[config.mk]
export PLATFORM = sky130hd
export DESIGN_NAME = sensor_window_stats_flat
export DESIGN_NICKNAME = d
export VERILOG_FILES = /design/src/rtl/sws_pkg.sv /design/src/rtl/sws_if.sv /design/src/rtl/sws_ctrl.sv /design/src/rtl/sws_datapath.sv /design/src/rtl/sensor_window_stats.sv /design/src/flat_wrapper.sv
export SDC_FILE = /design/constraint.sdc
export NUM_CORES = 2
export LEC_CHECK = 0
export BUFFER_PORTS_ARGS = -buffer_cell sky130_fd_sc_hd__buf_4
export CAP_MARGIN = 5
export CORE_MARGIN = 2
export CORE_UTILIZATION = 41
export CTS_CLUSTER_SIZE = 30
export DETAILED_ROUTE_END_ITERATION = 12
export GPL_TIMING_DRIVEN = 0
export SYNTH_ARGS = -nofsm -noshare
export SYNTH_HDL_FRONTEND = slang
export SYNTH_SLANG_ARGS = --single-unit
export TNS_END_PERCENT = 20
[constraint.sdc]
create_clock -name clk_i -period 10.3 [get_ports clk_i]
set_clock_uncertainty 0.15 [all_clocks]
set_input_delay 1.545 -clock clk_i [delete_from_list [all_inputs] [get_ports clk_i]]
set_output_delay 1.545 -clock clk_i [all_outputs]
set_load 0.005 [all_outputs]
[src/rtl/sws_pkg.sv]
// Types, constants and controller/datapath links of the sensor window statistics block.
package sws_pkg;

  // Field widths.
  localparam int RAW_W  = 10;
  localparam int TEMP_W = 14;
  localparam int CNT_W  = 16;
  localparam int WIN_W  = 4;

  // Action codes of an input word.
  localparam logic ACT_SAMPLE = 1'b0;
  localparam logic ACT_CLEAR  = 1'b1;

  // Scaling raw*12000/1023 is done as (raw*SCALE_MULT) >> SCALE_SHIFT, with the
  // multiplier rounded up; the shift is wide enough that the floor is exact
  // for every 10-bit input.
  localparam int SCALE_SHIFT = 20;
  localparam int MULT_W      = 24;
  localparam longint unsigned SCALE_MULT_L =
    ((64'd12000 << SCALE_SHIFT) + 64'd1022) / 64'd1023;
  localparam logic [MULT_W-1:0] SCALE_MULT = MULT_W'(SCALE_MULT_L);

  // Statistic constants in hundredths of a degree.
  localparam logic [TEMP_W-1:0] FULL_SCALE_OUT = 14'd12000;
  localparam logic [TEMP_W-1:0] MIN_AT_RESET   = 14'd9999;
  localparam logic [TEMP_W-1:0] MIN_AT_CLEAR   = 14'd9900;
  localparam logic [CNT_W-1:0]  COUNT_MAX      = '1;

  // Window length limits.
  localparam logic [WIN_W-1:0] WIN_MIN   = 4'd1;
  localparam logic [WIN_W-1:0] WIN_MAX   = 4'd9;
  localparam logic [WIN_W-1:0] WIN_RESET = 4'd1;

  // Window sum and divider sizing: 9 * 12000 fits in 17 bits, the divider
  // retires two quotient bits per step over an 18-bit dividend.
  localparam int SUM_W     = 17;
  localparam int DIV_W     = 18;
  localparam int DIV_STEPS = DIV_W / 2;
  localparam int DIV_CNT_W = 4;

  typedef logic [TEMP_W-1:0] temp_t;
  typedef logic [CNT_W-1:0]  count_t;

  // Commands from the controller to the datapath.
  typedef struct packed {
    logic capture;
    logic scale;
    logic update;
    logic read;
    logic div_start;
    logic div_step;
    logic load_out;
  } cmd_t;

  // Status from the datapath to the controller.
  typedef struct packed {
    logic read_last;
    logic div_last;
    logic out_free;
  } status_t;

  // One result word.
  typedef struct packed {
    temp_t  latest_temp;
    temp_t  window_average;
    temp_t  highest_seen;
    temp_t  lowest_seen;
    count_t sample_count;
    temp_t  oldest_stored;
    logic   led_on;
  } res_t;

endpackage

[src/rtl/sws_if.sv]
// Valid/ready channel interfaces for the input and result words.
interface sws_in_if import sws_pkg::*; ();
  logic               valid;
  logic               ready;
  logic               action;
  logic [RAW_W-1:0]   raw_sample;

  modport source (output valid, action, raw_sample, input ready);
  modport sink   (input valid, action, raw_sample, output ready);
endinterface

interface sws_out_if import sws_pkg::*; ();
  logic   valid;
  logic   ready;
  temp_t  latest_temp;
  temp_t  window_average;
  temp_t  highest_seen;
  temp_t  lowest_seen;
  count_t sample_count;
  temp_t  oldest_stored;
  logic   led_on;

  modport source (output valid, latest_temp, window_average, highest_seen, lowest_seen,
                  sample_count, oldest_stored, led_on, input ready);
  modport sink   (input valid, latest_temp, window_average, highest_seen, lowest_seen,
                  sample_count, oldest_stored, led_on, output ready);
endinterface

[src/rtl/sws_ctrl.sv]
// Sequencing state machine of the sensor window statistics block.
module sws_ctrl import sws_pkg::*; (
  input  logic    clk_i,
  input  logic    rst_ni,
  input  logic    in_valid_i,
  output logic    in_ready_o,
  input  status_t status_i,
  output cmd_t    cmd_o
);

  typedef enum logic [6:0] {
    S_IDLE   = 7'b0000001,
    S_SCALE  = 7'b0000010,
    S_UPDATE = 7'b0000100,
    S_READ   = 7'b0001000,
    S_DRAIN  = 7'b0010000,
    S_DIV    = 7'b0100000,
    S_DONE   = 7'b1000000
  } state_e;

  state_e state_q, state_d;

  // Next state and command decode.
  always_comb begin
    state_d    = state_q;
    cmd_o      = '0;
    in_ready_o = 1'b0;
    unique case (state_q)
      S_IDLE: begin
        in_ready_o = 1'b1;
        if (in_valid_i) begin
          cmd_o.capture = 1'b1;
          state_d       = S_SCALE;
        end
      end
      S_SCALE: begin
        cmd_o.scale = 1'b1;
        state_d     = S_UPDATE;
      end
      S_UPDATE: begin
        cmd_o.update = 1'b1;
        state_d      = S_READ;
      end
      S_READ: begin
        // Window entries newest first, then the oldest entry.
        cmd_o.read = 1'b1;
        if (status_i.read_last) begin
          state_d = S_DRAIN;
        end
      end
      S_DRAIN: begin
        cmd_o.div_start = 1'b1;
        state_d         = S_DIV;
      end
      S_DIV: begin
        cmd_o.div_step = 1'b1;
        if (status_i.div_last) begin
          state_d = S_DONE;
        end
      end
      S_DONE: begin
        if (status_i.out_free) begin
          cmd_o.load_out = 1'b1;
          state_d        = S_IDLE;
        end
      end
      default: begin
        state_d = S_IDLE;
      end
    endcase
  end

  // State register.
  always_ff @(posedge clk_i or negedge rst_ni) begin
    if (!rst_ni) begin
      state_q <= S_IDLE;
    end else begin
      state_q <= state_d;
    end
  end

endmodule

[src/rtl/sws_datapath.sv]
// Scaling, sample ring, running statistics, window sum and divider.
module sws_datapath import sws_pkg::*; #(
  parameter int RING_DEPTH = 128
) (
  input  logic             clk_i,
  input  logic             rst_ni,
  input  logic             cfg_we_i,
  input  logic [WIN_W-1:0] cfg_wdata_i,
  input  logic             in_action_i,
  input  logic [RAW_W-1:0] in_raw_sample_i,
  input  cmd_t             cmd_i,
  output status_t          status_o,
  input  logic             out_ready_i,
  output logic             out_valid_o,
  output res_t             out_res_o
);

  localparam int AW = $clog2(RING_DEPTH);
  localparam logic [AW-1:0] LAST_ADDR = AW'(RING_DEPTH - 1);

  // One radix-2 restoring step: returns the quotient bit over the new remainder.
  function automatic logic [WIN_W:0] div_bit(input logic [WIN_W-1:0] rem,
                                             input logic             in_bit,
                                             input logic [WIN_W-1:0] den);
    logic [WIN_W:0] t;
    logic [WIN_W:0] diff;
    t    = {rem, in_bit};
    diff = t - {1'b0, den};
    if (t >= {1'b0, den}) begin
      return {1'b1, diff[WIN_W-1:0]};
    end
    return {1'b0, t[WIN_W-1:0]};
  endfunction

  logic [WIN_W-1:0]  win_len_q;
  logic              action_q;
  logic [RAW_W-1:0]  raw_q;
  temp_t             scaled_q;
  logic [AW-1:0]     widx_q;
  logic              full_q;
  temp_t             max_q, min_q;
  count_t            count_q;
  temp_t             ring_mem [RING_DEPTH];
  logic [AW-1:0]     rd_ptr_q;
  logic [WIN_W-1:0]  rd_k_q;
  temp_t             rd_data_q;
  logic              rd_ok_q, rd_live_q, rd_first_q, rd_win_q, rd_old_q;
  logic [SUM_W-1:0]  sum_q;
  temp_t             latest_q, oldest_q;
  logic [DIV_W-1:0]  quo_q;
  logic [WIN_W-1:0]  rem_q;
  logic [DIV_CNT_W-1:0] div_cnt_q;
  logic              out_valid_q;
  res_t              out_res_q;

  logic [WIN_W-1:0]  n_eff;
  logic [RAW_W+MULT_W-1:0] prod;
  logic [AW-1:0]     widx_inc, widx_next, ptr_init, ptr_dec, oldest_addr, rd_addr;
  logic              rd_is_old, rd_ok_d;
  temp_t             rd_val;
  logic [WIN_W:0]    step_a, step_b;

  // Window length clamped to 1..9.
  always_comb begin
    priority if (win_len_q == '0) begin
      n_eff = WIN_MIN;
    end else if (win_len_q > WIN_MAX) begin
      n_eff = WIN_MAX;
    end else begin
      n_eff = win_len_q;
    end
  end

  // Scaling product; the result is the upper slice.
  assign prod = raw_q * SCALE_MULT;

  // Ring pointers with wrap at the ring depth.
  assign widx_inc    = (widx_q == LAST_ADDR) ? '0 : widx_q + 1'b1;
  assign widx_next   = (action_q == ACT_SAMPLE) ? widx_inc : widx_q;
  assign ptr_init    = (widx_next == '0) ? LAST_ADDR : widx_next - 1'b1;
  assign ptr_dec     = (rd_ptr_q == '0) ? LAST_ADDR : rd_ptr_q - 1'b1;
  assign rd_is_old   = (rd_k_q == n_eff);
  assign oldest_addr = full_q ? widx_q : '0;
  assign rd_addr     = rd_is_old ? oldest_addr : rd_ptr_q;

  // An entry has been written once the ring wrapped or it lies below the write index.
  assign rd_ok_d = full_q || (rd_addr < widx_q);
  assign rd_val  = rd_ok_q ? rd_data_q : '0;

  // Two divider steps per cycle.
  assign step_a = div_bit(rem_q, quo_q[DIV_W-1], n_eff);
  assign step_b = div_bit(step_a[WIN_W-1:0], quo_q[DIV_W-2], n_eff);

  // Ring memory: one write port, one registered read port.
  always_ff @(posedge clk_i) begin
    if (cmd_i.update && (action_q == ACT_SAMPLE)) begin
      ring_mem[widx_q] <= scaled_q;
    end
    rd_data_q <= ring_mem[rd_addr];
  end

  // Payload registers.
  always_ff @(posedge clk_i) begin
    if (cmd_i.capture) begin
      action_q <= in_action_i;
      raw_q    <= in_raw_sample_i;
    end
    if (cmd_i.scale) begin
      scaled_q <= prod[SCALE_SHIFT +: TEMP_W];
    end
    if (cmd_i.read) begin
      rd_ok_q    <= rd_ok_d;
      rd_first_q <= (rd_k_q == '0);
      rd_win_q   <= !rd_is_old;
      rd_old_q   <= rd_is_old;
    end
    if (cmd_i.load_out) begin
      out_res_q.latest_temp    <= latest_q;
      out_res_q.window_average <= quo_q[TEMP_W-1:0];
      out_res_q.highest_seen   <= max_q;
      out_res_q.lowest_seen    <= min_q;
      out_res_q.sample_count   <= count_q;
      out_res_q.oldest_stored  <= oldest_q;
      out_res_q.led_on         <= count_q[0];
    end
  end

  // Configuration register.
  always_ff @(posedge clk_i or negedge rst_ni) begin
    if (!rst_ni) begin
      win_len_q <= WIN_RESET;
    end else if (cfg_we_i) begin
      win_len_q <= cfg_wdata_i;
    end
  end

  // Ring fill tracking and running statistics.
  always_ff @(posedge clk_i or negedge rst_ni) begin
    if (!rst_ni) begin
      widx_q  <= '0;
      full_q  <= 1'b0;
      max_q   <= '0;
      min_q   <= MIN_AT_RESET;
      count_q <= '0;
    end else if (cmd_i.update) begin
      if (action_q == ACT_SAMPLE) begin
        widx_q <= widx_inc;
        if (widx_q == LAST_ADDR) begin
          full_q <= 1'b1;
        end
        if (scaled_q > max_q) begin
          max_q <= scaled_q;
        end
        if (scaled_q < min_q) begin
          min_q <= scaled_q;
        end
        if (count_q != COUNT_MAX) begin
          count_q <= count_q + 1'b1;
        end
      end else begin
        max_q <= '0;
        min_q <= MIN_AT_CLEAR;
      end
    end
  end

  // Window walk: issue reads, then accumulate the returned words.
  always_ff @(posedge clk_i or negedge rst_ni) begin
    if (!rst_ni) begin
      rd_ptr_q  <= '0;
      rd_k_q    <= '0;
      rd_live_q <= 1'b0;
      sum_q     <= '0;
      latest_q  <= '0;
      oldest_q  <= '0;
    end else begin
      rd_live_q <= cmd_i.read;
      if (cmd_i.update) begin
        rd_ptr_q <= ptr_init;
        rd_k_q   <= '0;
        sum_q    <= '0;
      end else if (cmd_i.read) begin
        rd_ptr_q <= ptr_dec;
        rd_k_q   <= rd_k_q + 1'b1;
      end
      if (rd_live_q) begin
        if (rd_win_q) begin
          sum_q <= sum_q + SUM_W'(rd_val);
        end
        if (rd_first_q) begin
          latest_q <= rd_val;
        end
        if (rd_old_q) begin
          oldest_q <= rd_val;
        end
      end
    end
  end

  // Iterative divider for the window average.
  always_ff @(posedge clk_i or negedge rst_ni) begin
    if (!rst_ni) begin
      quo_q     <= '0;
      rem_q     <= '0;
      div_cnt_q <= '0;
    end else if (cmd_i.div_start) begin
      quo_q     <= DIV_W'(sum_q);
      rem_q     <= '0;
      div_cnt_q <= '0;
    end else if (cmd_i.div_step) begin
      quo_q     <= {quo_q[DIV_W-3:0], step_a[WIN_W], step_b[WIN_W]};
      rem_q     <= step_b[WIN_W-1:0];
      div_cnt_q <= div_cnt_q + 1'b1;
    end
  end

  // Result register valid flag.
  always_ff @(posedge clk_i or negedge rst_ni) begin
    if (!rst_ni) begin
      out_valid_q <= 1'b0;
    end else if (cmd_i.load_out) begin
      out_valid_q <= 1'b1;
    end else if (out_ready_i) begin
      out_valid_q <= 1'b0;
    end
  end

  // Status to the controller.
  assign status_o.read_last = rd_is_old;
  assign status_o.div_last  = (div_cnt_q == DIV_CNT_W'(DIV_STEPS - 1));
  assign status_o.out_free  = !out_valid_q || out_ready_i;

  assign out_valid_o = out_valid_q;
  assign out_res_o   = out_res_q;

endmodule

[src/rtl/sensor_window_stats.sv]
// Each input word is scaled, updates the statistics, then runs the ring walk (one memory read
// per window entry plus one for the oldest entry, N = window length 1..9) and the 9-step divider;
// a new input word is taken only after the previous word has reached the result register.
// The result register frees the input side: a new word is taken while a result waits.
// Reset (asynchronous, active low) clears control, statistics and ring fill tracking;
// unwritten ring entries read as zero, so no clearing pass is needed.
module sensor_window_stats import sws_pkg::*; #(
  parameter int RING_DEPTH = 128
) (
  input  logic             clk_i,
  input  logic             rst_ni,
  input  logic             cfg_we_i,
  input  logic [WIN_W-1:0] cfg_wdata_i,
  sws_in_if.sink           in_i,
  sws_out_if.source        out_o
);

  cmd_t    cmd;
  status_t status;
  res_t    res;
  logic    out_valid;

  // Sequencer.
  sws_ctrl u_ctrl (
    .clk_i      (clk_i),
    .rst_ni     (rst_ni),
    .in_valid_i (in_i.valid),
    .in_ready_o (in_i.ready),
    .status_i   (status),
    .cmd_o      (cmd)
  );

  // Datapath.
  sws_datapath #(
    .RING_DEPTH (RING_DEPTH)
  ) u_datapath (
    .clk_i           (clk_i),
    .rst_ni          (rst_ni),
    .cfg_we_i        (cfg_we_i),
    .cfg_wdata_i     (cfg_wdata_i),
    .in_action_i     (in_i.action),
    .in_raw_sample_i (in_i.raw_sample),
    .cmd_i           (cmd),
    .status_o        (status),
    .out_ready_i     (out_o.ready),
    .out_valid_o     (out_valid),
    .out_res_o       (res)
  );

  // Result channel.
  assign out_o.valid          = out_valid;
  assign out_o.latest_temp    = res.latest_temp;
  assign out_o.window_average = res.window_average;
  assign out_o.highest_seen   = res.highest_seen;
  assign out_o.lowest_seen    = res.lowest_seen;
  assign out_o.sample_count   = res.sample_count;
  assign out_o.oldest_stored  = res.oldest_stored;
  assign out_o.led_on         = res.led_on;

endmodule

[src/flat_wrapper.sv]
// flat-port wrapper written by rule: the top's interface ports become plain ports
module sensor_window_stats_flat import sws_pkg::*;
#(
  parameter int RING_DEPTH = 128
)
  (clk_i, rst_ni, cfg_we_i, cfg_wdata_i, in_i_valid, in_i_action, in_i_raw_sample, in_i_ready, out_o_valid, out_o_latest_temp, out_o_window_average, out_o_highest_seen, out_o_lowest_seen, out_o_sample_count, out_o_oldest_stored, out_o_led_on, out_o_ready);
  sws_in_if in_i_i ();
  sws_out_if out_o_i ();
  input  logic clk_i;
  input  logic rst_ni;
  input  logic cfg_we_i;
  input  logic [WIN_W-1:0] cfg_wdata_i;
  input wire logic [$bits(in_i_i.valid)-1:0] in_i_valid;
  input wire logic [$bits(in_i_i.action)-1:0] in_i_action;
  input wire logic [$bits(in_i_i.raw_sample)-1:0] in_i_raw_sample;
  output wire logic [$bits(in_i_i.ready)-1:0] in_i_ready;
  output wire logic [$bits(out_o_i.valid)-1:0] out_o_valid;
  output wire logic [$bits(out_o_i.latest_temp)-1:0] out_o_latest_temp;
  output wire logic [$bits(out_o_i.window_average)-1:0] out_o_window_average;
  output wire logic [$bits(out_o_i.highest_seen)-1:0] out_o_highest_seen;
  output wire logic [$bits(out_o_i.lowest_seen)-1:0] out_o_lowest_seen;
  output wire logic [$bits(out_o_i.sample_count)-1:0] out_o_sample_count;
  output wire logic [$bits(out_o_i.oldest_stored)-1:0] out_o_oldest_stored;
  output wire logic [$bits(out_o_i.led_on)-1:0] out_o_led_on;
  input wire logic [$bits(out_o_i.ready)-1:0] out_o_ready;
  assign in_i_i.valid = in_i_valid;
  assign in_i_i.action = in_i_action;
  assign in_i_i.raw_sample = in_i_raw_sample;
  assign in_i_ready = in_i_i.ready;
  assign out_o_valid = out_o_i.valid;
  assign out_o_latest_temp = out_o_i.latest_temp;
  assign out_o_window_average = out_o_i.window_average;
  assign out_o_highest_seen = out_o_i.highest_seen;
  assign out_o_lowest_seen = out_o_i.lowest_seen;
  assign out_o_sample_count = out_o_i.sample_count;
  assign out_o_oldest_stored = out_o_i.oldest_stored;
  assign out_o_led_on = out_o_i.led_on;
  assign out_o_i.ready = out_o_ready;
  sensor_window_stats #(.RING_DEPTH(RING_DEPTH)) u_core (.clk_i(clk_i), .rst_ni(rst_ni), .cfg_we_i(cfg_we_i), .cfg_wdata_i(cfg_wdata_i), .in_i(in_i_i), .out_o(out_o_i));
endmodule
==> impl_metrics.ini <==
[critical_path]
cp.buffers_inverters = 2
path_delay_family = adder cells
cp.required_ns = 10.73
cp-start-kind = flop
critPathCaptureType = flop
path_cells = fa_1 -> inv_1 -> fa_1 -> inv_1 -> fa_1 -> fa_1 -> fa_1 -> ha_1 -> nand4_1 -> nor4_1 -> o211ai_1 -> a211oi_1 -> nor2_1 -> a211oi_1 -> nor3_1 -> nor3_1 -> xor2_1
crit_type = reg2reg
max_stage_delay_ns = 0.67
cp.arrival_ns = 6.67
crit_top_cell = fa_1
cpMaxStageDelayCell = fa_1
cp_max_fo = 4

[power]
p_comb_share_pct = 44.2
p_clk_share_pct = 22.6
finalPower_mw = 33.23
ir_worst_vdd_mv = 0.4349
p_leak_nw = 34.87
p_seq_share_pct = 33.2
swShare_pct = 40.01
powerDensity_mw_per_mm2 = 334.9
switching_power_mw = 13.30
p_int_mw = 19.94

[logic_synthesis]
synth_compound_area_share_pct = 5.801
synth_warnings = 0
synth-seq-area-share_pct = 72.05
synth_edf_count = 1907
yosysUniqueCellTypes = 66
synth_fa_ha_area_share_pct = 3.772
netlist_area_mm2 = 0.08499
yosys.area_share.simple_pct = 12.52
synth_xor_area_share_pct = 0.6596
synth_cells = 6289
syn_avg_cell_area_um2 = 13.51
ys_ff_latch = 2068
synthFlopType = edfxtp_1
async_flop_share_pct = 7.108
synth_top_family_by_area = simple AND/OR/NAND/NOR gates
synthMuxAreaShare_pct = 2.460
synth_fp_nets = 6522

[timing]
layout_setup_ws_ns = 4.053
max_freq_ghz = 0.1601
drv_slew = 11
grt_setup_unrepaired = false
setup_tns_ns = 0
worst_slew_pin_slew_ns = 1.518
finalSetupViolCount = 0
min_period_ns = 6.247
relSlewSlack_pct = -1.183
hold_viol_final = 0
fin_crit_sh_pct = 60.65

[layout]
seq_area_mm2 = 0.06124
multi_input_area_mm2 = 0.02157
layout-drive-gt1-share_pct = 11.34
fill_cells = 17810
syn_to_final_growth_pct = 16.78
design_area_mm2 = 0.09925
final_nets = 6997

[floorplanning]
die-area_mm2 = 0.2109
fp-row-count = 167
coreArea_mm2 = 0.2067
die_h_um = 459.3
die_w_um = 459.3
ios = 109
start_util_pct = 41.13

[clocking]
ctsHoldBuffers = 0
cts_tree = done
htreeDepth = 4
cts_root_buffer = clkbuf_16
cts.clk_slew.worst_paths_ns = 0.06
clk_path_buf_depth = 3
cts_resized = 0
post_cts_buffers = 0
clock_latency_ns = 0.87
cts_buffers = 204
clkSinkCount = 2068

[place]
placed_area_mm2 = 0.09229
dpl.hpwl_mm = 183.5
dpl_worst_slack_ns = 4.076
port_buffers = 108
gp_congestion = 0.9756

[routing]
antenna_left = 0
drt_wl_total_mm = 255.6
first_pass_iters = 8
routed_via_density = 5.674
routedWlPerCell_um = 26.52
drcViolationCount = 0
drt-initial-drc-count = 7120
num_vias = 54690

[grt]
grt_max_degree = 91
grt_pass1_wl_mm = 366.2
track_usage_pct = 23.91
grt_pass1_vias = 52300
grt.met1_usage_pct = 32.64
grt_busiest_layer = met2
use_met2_pct = 36.45
antenna_found_initial = 14
gr-usage-met3_pct = 5.392
overflow = 0

[status]
status = finished with violations
violations = capacitance limit, slew limit

[hold_path]
hold_class = reg2reg

[run]
cap_violations = 1
-- final cells by class --
type	instances	share of cell area, %
sequential	2068	61.70
tap	2704	3.409
antenna	4	0.01009
inverter	177	0.6694
multi-input combinational	3690	21.73
buffer	354	1.672
clock inverter	108	1.218
timing repair buffer	269	4.072
clock buffer	264	5.517
-- cell families (layout without fill, tap and decap cells) --
kind of cell,after synthesis,in the layout
AOI/OAI and AO/OA,705,705
and+or+nand+nor,2500,2500
buffers and inverters,531,1172
DFF,2068,2068
muxes,208,208
xor gates and xnor gates,64,64
other,0,4
adders and majority gates,213,213
-- cells in the mapped netlist, types with 75 or more instances --
cell type	n	area share, %
mux2i_1	201	2.4
edfxtp_1	1907	67
a31oi_1	199	1.5
a21oi_1	75	0.44
nor2_1	195	0.86
dfrtp_1	137	4.0
nand3_1	553	3.3
o21ai_0	79	0.47
buf_2	107	0.63
a32oi_1	198	2.0
ha_1	141	2.1
inv_1	176	0.78
nand2_1	1554	6.9
clkbuf_1	188	0.83
-- sequential cells by signal, indices dropped and copies added, names as in the netlist, 4 cells and up --
name                         cells
u_core.u_datapath.scaled_q      14
u_core.u_datapath.win_len_q      4
u_core.u_datapath.rd_data_q     14
u_core.u_datapath.min_q         14
u_core.u_ctrl.state_q            7
u_core.u_datapath.out_res_o     86
u_core.u_datapath.count_q       16
u_core.u_datapath.rd_k_q         4
u_core.u_datapath.div_cnt_q      4
u_core.u_datapath.oldest_q      14
u_core.u_datapath.widx_q         7
u_core.u_datapath.raw_q         10
u_core.u_datapath.latest_q      14
u_core.u_datapath.ring_mem    1792
u_core.u_datapath.max_q         14
u_core.u_datapath.rem_q          4
u_core.u_datapath.quo_q         18
u_core.u_datapath.rd_ptr_q       7
u_core.u_datapath.sum_q         17
-- per-stage QoR --
stage          instances  utilization, %  hold slack, ns
4_1_cts             9606           47.89          0.2715
6_report            9638           48.03          0.2871
5_1_grt             9634           48.02          0.2941
3_3_place_gp        9101           43.15          0.2808
2_1_floorplan       6289               -          0.2748
3_5_place_dp        9234           44.66          0.2804
-- cell usage in the layout, fill, tap and decap left out, types with 26 or more instances in the layout --
master,synthesis,final
a32oi_1,198,198
buf_4,22,161
clkinv_1,0,41
nor4_1,44,44
a21oi_1,75,75
o21ai_0,79,79
xnor2_1,34,34
buf_16,0,90
dfrtp_1,137,137
nand3_1,553,553
ha_1,141,141
mux2i_1,201,201
a31oi_1,199,199
nor2_1,195,154
nand4_1,41,41
inv_1,176,176
nand2_1,1554,1554
fa_1,72,72
nor2_2,0,41
buf_6,15,40
clkinv_2,0,26
clkbuf_16,0,208
edfxtp_1,1907,1907
buf_2,107,107
clkbuf_1,188,237
xor2_1,30,30
o22ai_1,30,30
-- power by group through the flow --
stage          Combinational [mW]  Clock [mW]  Sequential [mW]
2_1_floorplan                7.86           0             11.6
3_3_place_gp                 12.1           0             12.7
3_5_place_dp                 14.4           0             11.2
4_1_cts                      14.5        7.57             11.0
5_1_grt                      15.9        7.87             11.1
6_report                     14.7        7.49             11.0
-- final timing paths --
path	depth (start not counted)	end	from	slack (ns)
setup / recovery	17	u_core.u_datapath.scaled_q[13]	u_core.u_datapath.raw_q[4]	4.05
hold / removal	0	u_core.u_datapath.out_res_o[75]	u_core.u_datapath.latest_q[2]	0.29
setup reg to reg	17	u_core.u_datapath.scaled_q[13]	u_core.u_datapath.raw_q[4]	4.05
hold reg to reg	0	u_core.u_datapath.out_res_o[75]	u_core.u_datapath.latest_q[2]	0.29
max in group asynchronous	2	u_core.u_datapath.count_q[6]	rst_ni	8.60
min in group asynchronous	1	u_core.u_datapath.min_q[12]	rst_ni	0.54
-- layer usage --
metal  share of wire [%]  wire [µm]  vias up
met2                  45     115000     2716
li1                    -          -    24150
met1                  40     103300    27310
met3                 9.6      24560      511
met4                 5.0      12740        6
met5               0.017         43        -
-- worst register-to-register path: stages (launching register included) --
cell      delay, ns
edfxtp_1       0.51
fa_1           0.67
inv_1          0.08
fa_1           0.54
inv_1          0.05
fa_1           0.43
fa_1           0.48
fa_1           0.52
ha_1           0.32
nand4_1        0.14
nor4_1         0.50
o211ai_1       0.23
a211oi_1       0.33
nor2_1         0.14
a211oi_1       0.43
nor3_1         0.12
nor3_1         0.24
xor2_1         0.10
No activity file was read; power rests on OpenSTA's default activity.
